## config.mk

```make
export PLATFORM = sky130hd
export DESIGN_NAME = sorted_timer_queue_unit
export DESIGN_NICKNAME = d
export VERILOG_FILES = /design/src/hw/rtl/stq_pkg.sv /design/src/hw/rtl/sorted_timer_queue_unit.sv
export SDC_FILE = /design/constraint.sdc
export NUM_CORES = 2
export LEC_CHECK = 0
export ABC_AREA = 1
export BUFFER_PORTS_ARGS = -buffer_cell sky130_fd_sc_hd__buf_2
export CAP_MARGIN = 20
export CORE_UTILIZATION = 50
export CTS_BUF_LIST = sky130_fd_sc_hd__clkbuf_8
export DETAILED_ROUTE_END_ITERATION = 12
export HOLD_SLACK_MARGIN = 0.15
export PLACE_DENSITY = 0.66
export SLEW_MARGIN = 0
export SYNTH_ARGS = -nofsm -noshare
export SYNTH_HDL_FRONTEND = slang
export SYNTH_SLANG_ARGS = --single-unit
```

## constraint.sdc

```tcl
create_clock -name i_clk -period 14.96 [get_ports i_clk]
set_input_delay 2.244 -clock i_clk [delete_from_list [all_inputs] [get_ports i_clk]]
set_output_delay 2.244 -clock i_clk [all_outputs]
set_load 0.1 [all_outputs]
```

## src/hw/rtl/stq_pkg.sv

```systemverilog
`timescale 1ns / 1ps

package stq_pkg;

    typedef enum logic [1:0] {
        OP_SET,
        OP_DELETE,
        OP_DELETE_ALL,
        OP_CHECK
    } t_op;

    typedef enum logic [2:0] {
        ST_IDLE,
        ST_INS_CMP,
        ST_INS_WR,
        ST_DEL_CMP,
        ST_DEL_MOVE,
        ST_DEL_END,
        ST_CHK_CMP,
        ST_CHK_END
    } t_state;

    localparam logic [2:0] KIND_SET_OK      = 3'd0;
    localparam logic [2:0] KIND_SET_REFUSED = 3'd1;
    localparam logic [2:0] KIND_EXPIRED     = 3'd2;
    localparam logic [2:0] KIND_NEXT        = 3'd3;
    localparam logic [2:0] KIND_NONE        = 3'd4;
    localparam logic [2:0] KIND_DEL_DONE    = 3'd5;

endpackage

```

## src/hw/rtl/sorted_timer_queue_unit.sv

```systemverilog
`timescale 1ns / 1ps

// Sorted one-shot timer queue. Timers sit in a ring memory in ascending expiry order,
// equal expiries first in, first out; one subtractor does every expiry comparison and a
// small sequencer walks the ring one entry a cycle through the memory's single read port.
// An item is taken when start is high and busy is low; results come out on o_strobe, one
// per cycle, and cannot be held off, so they must be captured when the strobe is high.
// A refused set, delete-all, a delete of a free handle or a check of an empty queue
// walk no entries; an accepted set is compared with every queued timer that expires
// later and, if there is one, the latest that does not; a delete walks every queued
// timer; a check of a non-empty queue gives one result per expired timer, ending with
// the next-timeout or none-pending result.
module sorted_timer_queue_unit #(
    parameter int TIMER_SLOTS = 16
) (
    input  logic        i_clk,
    input  logic        i_rst_n,
    input  logic        start,
    output logic        busy,
    input  logic [1:0]  i_operation,
    input  logic [31:0] i_now_seconds,
    input  logic [15:0] i_duration,
    input  logic [3:0]  i_handle,
    input  logic [15:0] i_user_tag,
    output logic        o_strobe,
    output logic [2:0]  o_kind,
    output logic [3:0]  o_slot,
    output logic [15:0] o_tag_out,
    output logic [15:0] o_remaining,
    output logic        o_last
);
    import stq_pkg::*;

    localparam int SW = $clog2(TIMER_SLOTS);
    localparam int CW = $clog2(TIMER_SLOTS + 1);
    localparam int IW = (SW > 4) ? SW : 4;
    localparam logic [SW-1:0] LAST_IX = SW'(TIMER_SLOTS - 1);

    function automatic logic [SW-1:0] f_inc(input logic [SW-1:0] p);
        return (p == LAST_IX) ? '0 : p + 1'b1;
    endfunction

    function automatic logic [SW-1:0] f_dec(input logic [SW-1:0] p);
        return (p == '0) ? LAST_IX : p - 1'b1;
    endfunction

    // timer ring
    logic [31:0]   r_mem_exp  [TIMER_SLOTS];
    logic [SW-1:0] r_mem_slot [TIMER_SLOTS];
    logic [15:0]   r_mem_tag  [TIMER_SLOTS];

    t_state           r_state, n_state;
    logic [SW-1:0]    r_head, n_head;
    logic [SW-1:0]    r_tail, n_tail;
    logic [CW-1:0]    r_count, n_count;
    logic [CW-1:0]    r_left, n_left;
    logic [SW-1:0]    r_ptr, n_ptr;
    logic [31:0]      r_key, n_key;
    logic [SW-1:0]    r_new_slot, n_new_slot;
    logic [15:0]      r_new_tag, n_new_tag;
    logic [SW-1:0]    r_hidx, n_hidx;
    logic [TIMER_SLOTS-1:0] r_busy_map, n_busy_map;

    logic [31:0]      r_rd_exp;
    logic [SW-1:0]    r_rd_slot;
    logic [15:0]      r_rd_tag;

    logic             r_strobe, n_strobe;
    logic [2:0]       r_kind, n_kind;
    logic [3:0]       r_oslot, n_oslot;
    logic [15:0]      r_otag, n_otag;
    logic [15:0]      r_orem, n_orem;
    logic             r_olast, n_olast;

    logic             mem_we;
    logic [SW-1:0]    mem_waddr;
    logic [31:0]      mem_wexp;
    logic [SW-1:0]    mem_wslot;
    logic [15:0]      mem_wtag;
    logic             rd_en;
    logic [SW-1:0]    rd_addr;

    logic             accept;
    t_op              op;
    logic             free_found;
    logic [SW-1:0]    free_ix;
    logic [32:0]      set_sum;
    logic [31:0]      set_exp;
    logic             set_ok;
    logic [IW-1:0]    h_ext;
    logic             h_in_range;
    logic [SW-1:0]    h_ix;
    logic             del_ok;
    logic [32:0]      sub_diff;
    logic             rd_after_key;
    logic [15:0]      rem_sat;
    logic             del_match;

    assign busy     = (r_state != ST_IDLE);
    assign accept   = start && !busy;
    assign op       = t_op'(i_operation);

    // lowest free slot
    always_comb begin
        free_found = 1'b0;
        free_ix    = '0;
        for (int i = TIMER_SLOTS - 1; i >= 0; i--) begin
            if (!r_busy_map[i]) begin
                free_found = 1'b1;
                free_ix    = SW'(i);
            end
        end
    end

    assign set_sum    = {1'b0, i_now_seconds} + 33'(i_duration);
    assign set_exp    = set_sum[32] ? 32'hFFFF_FFFF : set_sum[31:0];
    assign set_ok     = (i_duration != 16'd0) && free_found;

    assign h_ext      = IW'(i_handle);
    assign h_in_range = {1'b0, h_ext} < (IW + 1)'(TIMER_SLOTS);
    assign h_ix       = h_ext[SW-1:0];
    assign del_ok     = h_in_range && r_busy_map[h_ix];

    // shared compare unit
    assign sub_diff     = {1'b0, r_rd_exp} - {1'b0, r_key};
    assign rd_after_key = !sub_diff[32] && (sub_diff[31:0] != 32'd0);
    assign rem_sat      = (sub_diff[31:16] != 16'd0) ? 16'hFFFF : sub_diff[15:0];
    assign del_match    = (r_rd_slot == r_hidx);

    always_comb begin
        n_state = r_state;
        case (r_state)
            ST_IDLE: begin
                if (accept) begin
                    case (op)
                        OP_SET: begin
                            if (set_ok) begin
                                n_state = (r_count != '0) ? ST_INS_CMP : ST_INS_WR;
                            end
                        end
                        OP_DELETE: begin
                            if (del_ok) begin
                                n_state = ST_DEL_CMP;
                            end
                        end
                        OP_CHECK: begin
                            if (r_count != '0) begin
                                n_state = ST_CHK_CMP;
                            end
                        end
                        default: n_state = ST_IDLE;
                    endcase
                end
            end
            ST_INS_CMP: begin
                if (!(rd_after_key && (r_left > CW'(1)))) begin
                    n_state = ST_INS_WR;
                end
            end
            ST_INS_WR: n_state = ST_IDLE;
            ST_DEL_CMP: begin
                if (r_left <= CW'(1)) begin
                    n_state = ST_DEL_END;
                end else if (del_match) begin
                    n_state = ST_DEL_MOVE;
                end
            end
            ST_DEL_MOVE: begin
                if (r_left <= CW'(1)) begin
                    n_state = ST_DEL_END;
                end
            end
            ST_DEL_END: n_state = ST_IDLE;
            ST_CHK_CMP: begin
                if (rd_after_key) begin
                    n_state = ST_IDLE;
                end else if (r_count <= CW'(1)) begin
                    n_state = ST_CHK_END;
                end
            end
            ST_CHK_END: n_state = ST_IDLE;
            default: n_state = ST_IDLE;
        endcase
    end

    always_comb begin
        n_head     = r_head;
        n_tail     = r_tail;
        n_count    = r_count;
        n_left     = r_left;
        n_ptr      = r_ptr;
        n_key      = r_key;
        n_new_slot = r_new_slot;
        n_new_tag  = r_new_tag;
        n_hidx     = r_hidx;
        n_busy_map = r_busy_map;
        mem_we     = 1'b0;
        mem_waddr  = r_ptr;
        mem_wexp   = r_rd_exp;
        mem_wslot  = r_rd_slot;
        mem_wtag   = r_rd_tag;
        rd_en      = 1'b0;
        rd_addr    = r_ptr;
        n_strobe   = 1'b0;
        n_kind     = KIND_SET_OK;
        n_oslot    = 4'd0;
        n_otag     = 16'd0;
        n_orem     = 16'd0;
        n_olast    = 1'b0;
        case (r_state)
            ST_IDLE: begin
                if (accept) begin
                    case (op)
                        OP_SET: begin
                            if (set_ok) begin
                                n_key      = set_exp;
                                n_new_slot = free_ix;
                                n_new_tag  = i_user_tag;
                                n_ptr      = f_dec(r_tail);
                                n_left     = r_count;
                                rd_en      = (r_count != '0);
                                rd_addr    = f_dec(r_tail);
                            end else begin
                                n_strobe = 1'b1;
                                n_kind   = KIND_SET_REFUSED;
                                n_olast  = 1'b1;
                            end
                        end
                        OP_DELETE: begin
                            if (del_ok) begin
                                n_hidx  = h_ix;
                                n_ptr   = r_head;
                                n_left  = r_count;
                                rd_en   = 1'b1;
                                rd_addr = r_head;
                            end else begin
                                n_strobe = 1'b1;
                                n_kind   = KIND_DEL_DONE;
                                n_olast  = 1'b1;
                            end
                        end
                        OP_DELETE_ALL: begin
                            n_head     = '0;
                            n_tail     = '0;
                            n_count    = '0;
                            n_busy_map = '0;
                            n_strobe   = 1'b1;
                            n_kind     = KIND_DEL_DONE;
                            n_olast    = 1'b1;
                        end
                        OP_CHECK: begin
                            n_key = i_now_seconds;
                            if (r_count != '0) begin
                                rd_en   = 1'b1;
                                rd_addr = r_head;
                            end else begin
                                n_strobe = 1'b1;
                                n_kind   = KIND_NONE;
                                n_olast  = 1'b1;
                            end
                        end
                        default: n_strobe = 1'b0;
                    endcase
                end
            end
            ST_INS_CMP: begin
                // later entry moves one place towards the tail
                if (rd_after_key) begin
                    mem_we    = 1'b1;
                    mem_waddr = f_inc(r_ptr);
                    n_ptr     = f_dec(r_ptr);
                    n_left    = r_left - 1'b1;
                    rd_en     = (r_left > CW'(1));
                    rd_addr   = f_dec(r_ptr);
                end
            end
            ST_INS_WR: begin
                mem_we     = 1'b1;
                mem_waddr  = f_inc(r_ptr);
                mem_wexp   = r_key;
                mem_wslot  = r_new_slot;
                mem_wtag   = r_new_tag;
                n_count    = r_count + 1'b1;
                n_tail     = f_inc(r_tail);
                n_busy_map[r_new_slot] = 1'b1;
                n_strobe   = 1'b1;
                n_kind     = KIND_SET_OK;
                n_oslot    = 4'(r_new_slot);
                n_olast    = 1'b1;
            end
            ST_DEL_CMP: begin
                n_left  = r_left - 1'b1;
                rd_en   = (r_left > CW'(1));
                if (del_match) begin
                    rd_addr = f_inc(r_ptr);
                end else begin
                    n_ptr   = f_inc(r_ptr);
                    rd_addr = f_inc(r_ptr);
                end
            end
            ST_DEL_MOVE: begin
                // close the gap left by the deleted entry
                mem_we    = 1'b1;
                mem_waddr = r_ptr;
                n_ptr     = f_inc(r_ptr);
                n_left    = r_left - 1'b1;
                rd_en     = (r_left > CW'(1));
                rd_addr   = f_inc(f_inc(r_ptr));
            end
            ST_DEL_END: begin
                n_count  = r_count - 1'b1;
                n_tail   = f_dec(r_tail);
                n_busy_map[r_hidx] = 1'b0;
                n_strobe = 1'b1;
                n_kind   = KIND_DEL_DONE;
                n_olast  = 1'b1;
            end
            ST_CHK_CMP: begin
                n_strobe = 1'b1;
                if (!rd_after_key) begin
                    n_kind     = KIND_EXPIRED;
                    n_oslot    = 4'(r_rd_slot);
                    n_otag     = r_rd_tag;
                    n_busy_map[r_rd_slot] = 1'b0;
                    n_head     = f_inc(r_head);
                    n_count    = r_count - 1'b1;
                    rd_en      = (r_count > CW'(1));
                    rd_addr    = f_inc(r_head);
                end else begin
                    n_kind  = KIND_NEXT;
                    n_orem  = rem_sat;
                    n_olast = 1'b1;
                end
            end
            ST_CHK_END: begin
                n_strobe = 1'b1;
                n_kind   = KIND_NONE;
                n_olast  = 1'b1;
            end
            default: n_strobe = 1'b0;
        endcase
    end

    always_ff @(posedge i_clk) begin
        if (mem_we) begin
            r_mem_exp[mem_waddr]  <= mem_wexp;
            r_mem_slot[mem_waddr] <= mem_wslot;
            r_mem_tag[mem_waddr]  <= mem_wtag;
        end
    end

    always_ff @(posedge i_clk) begin
        if (rd_en) begin
            r_rd_exp  <= r_mem_exp[rd_addr];
            r_rd_slot <= r_mem_slot[rd_addr];
            r_rd_tag  <= r_mem_tag[rd_addr];
        end
    end

    always_ff @(posedge i_clk) begin
        if (!i_rst_n) begin
            r_state    <= ST_IDLE;
            r_head     <= '0;
            r_tail     <= '0;
            r_count    <= '0;
            r_busy_map <= '0;
            r_strobe   <= 1'b0;
        end else begin
            r_state    <= n_state;
            r_head     <= n_head;
            r_tail     <= n_tail;
            r_count    <= n_count;
            r_busy_map <= n_busy_map;
            r_strobe   <= n_strobe;
        end
    end

    always_ff @(posedge i_clk) begin
        r_left     <= n_left;
        r_ptr      <= n_ptr;
        r_key      <= n_key;
        r_new_slot <= n_new_slot;
        r_new_tag  <= n_new_tag;
        r_hidx     <= n_hidx;
        r_kind     <= n_kind;
        r_oslot    <= n_oslot;
        r_otag     <= n_otag;
        r_orem     <= n_orem;
        r_olast    <= n_olast;
    end

    assign o_strobe    = r_strobe;
    assign o_kind      = r_kind;
    assign o_slot      = r_oslot;
    assign o_tag_out   = r_otag;
    assign o_remaining = r_orem;
    assign o_last      = r_olast;

endmodule

```

==> flow_metrics.env <==
export IMPL_wl_met2_mm=59.5
export IMPL_cp_endpoint="r_rd_exp[24]"
export IMPL_synth_cells=5108
export IMPL_syn_nets=5247
export IMPL_h_tree_depth=4
export IMPL_drc=0
export IMPL_met1_length_mm=57.7
export IMPL_vias=36477
export IMPL_path_common_cell="nand2_1"
export IMPL_cp_arrival_ns=7.30
export IMPL_layout_drive_gt1_share=0.0907
export IMPL_hpwl_mm=70.4
export IMPL_finalHoldViolations=0
export IMPL_drt_iter0_markers=4260
export IMPL_synthesis_area_um2=48700
export IMPL_totalWireLength_mm=131
export IMPL_grt_overflow_total=0
export IMPL_path_class="flop to flop"
export IMPL_worst_setup_path_end_kind="flop"
export IMPL_pin_count=115
export IMPL_setup_viol=0
export IMPL_r2r_setup_slack_ns=8.37
export IMPL_cts_hold_buffers=0
export IMPL_cts_setup_buffers=0
export IMPL_final_common_cell="nand2_1"
export IMPL_die_x_um=314
export IMPL_grt_total_usage=0.264
export IMPL_drt_first_pass_iters=6
export IMPL_tightest_slew_ns=1.17
export IMPL_ant_nets=0
export IMPL_reg2reg_depth=29
export IMPL_critPathMaxStageDelay_ns=0.87
export IMPL_post_synth_num_cell_types=56
export IMPL_async_flop_share=0
export IMPL_clock_latency_ns=0.90
export IMPL_start_kind="flop"
export IMPL_dr_wl_met3_mm=11.3
export IMPL_r2r_start="r_rd_exp[0]"
export IMPL_postCtsResizedCells=0
export IMPL_clkTransAtPathRegs_ns=0.06
export IMPL_rsz0062_at_grt="false"
export IMPL_wl_per_cell_um=19.6
export IMPL_grt_max_degree=211
export IMPL_cts_buffers=170
export IMPL_cp_depth=29
export IMPL_yosysSeqAreaShare=0.615
export IMPL_crit_slowest_cell="inv_6"
export IMPL_cp_required_ns=15.67
export IMPL_yosys_warnings=0
export IMPL_cts_tree="built"
export IMPL_synth_ff_type="edfxtp_1"
export IMPL_crit_fanout=131
export IMPL_io_buffers=114
export IMPL_relSlewSlack=0.221
export IMPL_place_gp_congestion=0.943
export IMPL_status="finished clean"
export IMPL_hold_class="flop to flop"
export IMPL_whs_ns=0.508
export IMPL_rows=114
export IMPL_start_util=0.505
export IMPL_drv_slew=0
export IMPL_crit_family="simple AND/OR/NAND/NOR gates"
export IMPL_cp_startpoint="r_rd_exp[0]"
export IMPL_vias_per_cell=5.47
export IMPL_fin_skew_ns=0.0615
export IMPL_core_area_um2=96600
export IMPL_fmax_ghz=0.152
export IMPL_grt_pass1_wl_mm=199
export IMPL_fin_tns_setup_ns=0
export IMPL_final_cell_mix="nand2_1 (1250), nand3_1 (1019), edfxtp_1 (949), inv_1 (838)"
export IMPL_yosysTopAreaCell="edfxtp_1"
export IMPL_die_area_um2=98700
export IMPL_clock_sinks=1022
export IMPL_nNetsFinal=5380
export IMPL_synth_top_area_share=0.585
export IMPL_synth_edf_count=949
export IMPL_area_growth_syn_to_layout_pct=10.6
export IMPL_drv_cap=0
export IMPL_ys_ff_latch=1022
export IMPL_synthTopCellsByArea="edfxtp_1 (58%), nand3_1 (10%), nand2_1 (9.6%)"
export IMPL_top_layer="met4"
export IMPL_r2r_end="r_rd_exp[24]"
export IMPL_hold_depth=2
export IMPL_path_buf_inv=4
export IMPL_grt_pass1_vias=33893
export IMPL_synth_area_per_cell_um2=9.54
export IMPL_clk_path_buf_depth=3
export IMPL_antenna_found_initial=1
export IMPL_fin_crit_sh=0.441
export IMPL_fp_dieH_um=314
export IMPL_finalCriticalPeriod_ns=6.59
export IMPL_clockRootBuffer="clkbuf_8"
[layout make-up]
cell class | count | area (um^2)
Fill cell | 8418 | 42600
Sequential cell | 1022 | 30000
Multi-Input combinational cell | 3045 | 14800
Inverter | 787 | 2960
Clock buffer | 180 | 2480
Tap cell | 1276 | 1600
Timing Repair Buffer | 215 | 1390
Clock inverter | 140 | 721
Antenna cell | 1 | 2.50
[per-stage QoR]
step | cells | worst slack (ns) | instance area [um^2] | util
detailed placement | 6342 | 8.05 | 50700 | 0.525
global route | 6666 | 8.01 | 53900 | 0.558
CTS | 6662 | 8.47 | 53900 | 0.558
global placement | 6342 | 8.13 | 50700 | 0.525
finish | 6666 | 8.37 | 53900 | 0.558
floorplan | 5108 | 9.37 | 48700 | -
[sequential cells by signal (all words and copies together) (netlist names), 5 cells and up]
signal / count
r_new_tag: 16
o_tag_out: 16
r_count: 5
r_rd_exp: 32
r_mem_slot: 64
r_mem_tag: 256
o_remaining: 16
r_left: 5
r_busy_map: 16
r_mem_exp: 512
r_key: 32
r_rd_tag: 16
[worst min-delay path, delay by kind of cell (launching register included)]
kind                   cells  cell delay [ns]
DFF                        1             0.33
buffers and inverters      1             0.05
and+or+nand+nor            1             0.08
[layer usage]
metal | global-route usage | vias to the layer above
met4 | 0.0712 | 0
met2 | 0.409 | 1524
met5 | 0 | -
met3 | 0.0395 | 185
li1 | - | 17412
met1 | 0.387 | 17356
[Yosys cell counts (4+ instances only)]
| cell | instances |
|---|---|
| buf_1 | 20 |
| a21oi_1 | 116 |
| and2_1 | 7 |
| nand3_1 | 1021 |
| a221oi_1 | 4 |
| a221o_1 | 10 |
| nand2_1 | 1253 |
| o21a_1 | 8 |
| nand4_1 | 21 |
| nor2_2 | 5 |
| edfxtp_1 | 949 |
| xor2_1 | 18 |
| a31oi_1 | 7 |
| or2_2 | 5 |
| a311oi_1 | 12 |
| nor4_1 | 5 |
| xnor2_1 | 13 |
| nor2_1 | 198 |
| clkbuf_1 | 105 |
| buf_4 | 32 |
| a211oi_1 | 24 |
| inv_2 | 16 |
| dfxtp_1 | 73 |
| o31ai_1 | 4 |
| inv_1 | 770 |
| buf_2 | 93 |
| o21ai_0 | 112 |
| a21boi_0 | 4 |
| o22ai_1 | 4 |
| o221ai_1 | 4 |
| ha_1 | 64 |
| nand3b_1 | 54 |
| o211ai_1 | 14 |
| nor3_1 | 27 |
[cell families (layout without fill, tap and decap cells)]
family,Yosys count,after routing,synth area share
fa+ha+maj,66,66,0.0173
xor+xnor,31,31,0.00557
buf+inv,1041,1322,0.0857
flops,1022,1022,0.615
simple gates,2605,2605,0.235
other cells,0,1,0
mux,1,1,0.000205
compound gates,342,342,0.0419
[worst min path at each step]
stage	start	endpoint	slack, ns
after floorplan	r_rd_tag[0]	o_tag_out[0]	0.45
after global placement	r_rd_tag[8]	o_tag_out[8]	0.48
after detailed placement	r_rd_tag[9]	o_tag_out[9]	0.49
after CTS	r_rd_tag[9]	o_tag_out[9]	0.51
after global routing	r_head[1]	r_head[1]	0.54
final	r_rd_tag[9]	o_tag_out[9]	0.51
Power is not shown: default switching activity piles up to over one toggle a cycle in this logic, so the estimate is an artifact.
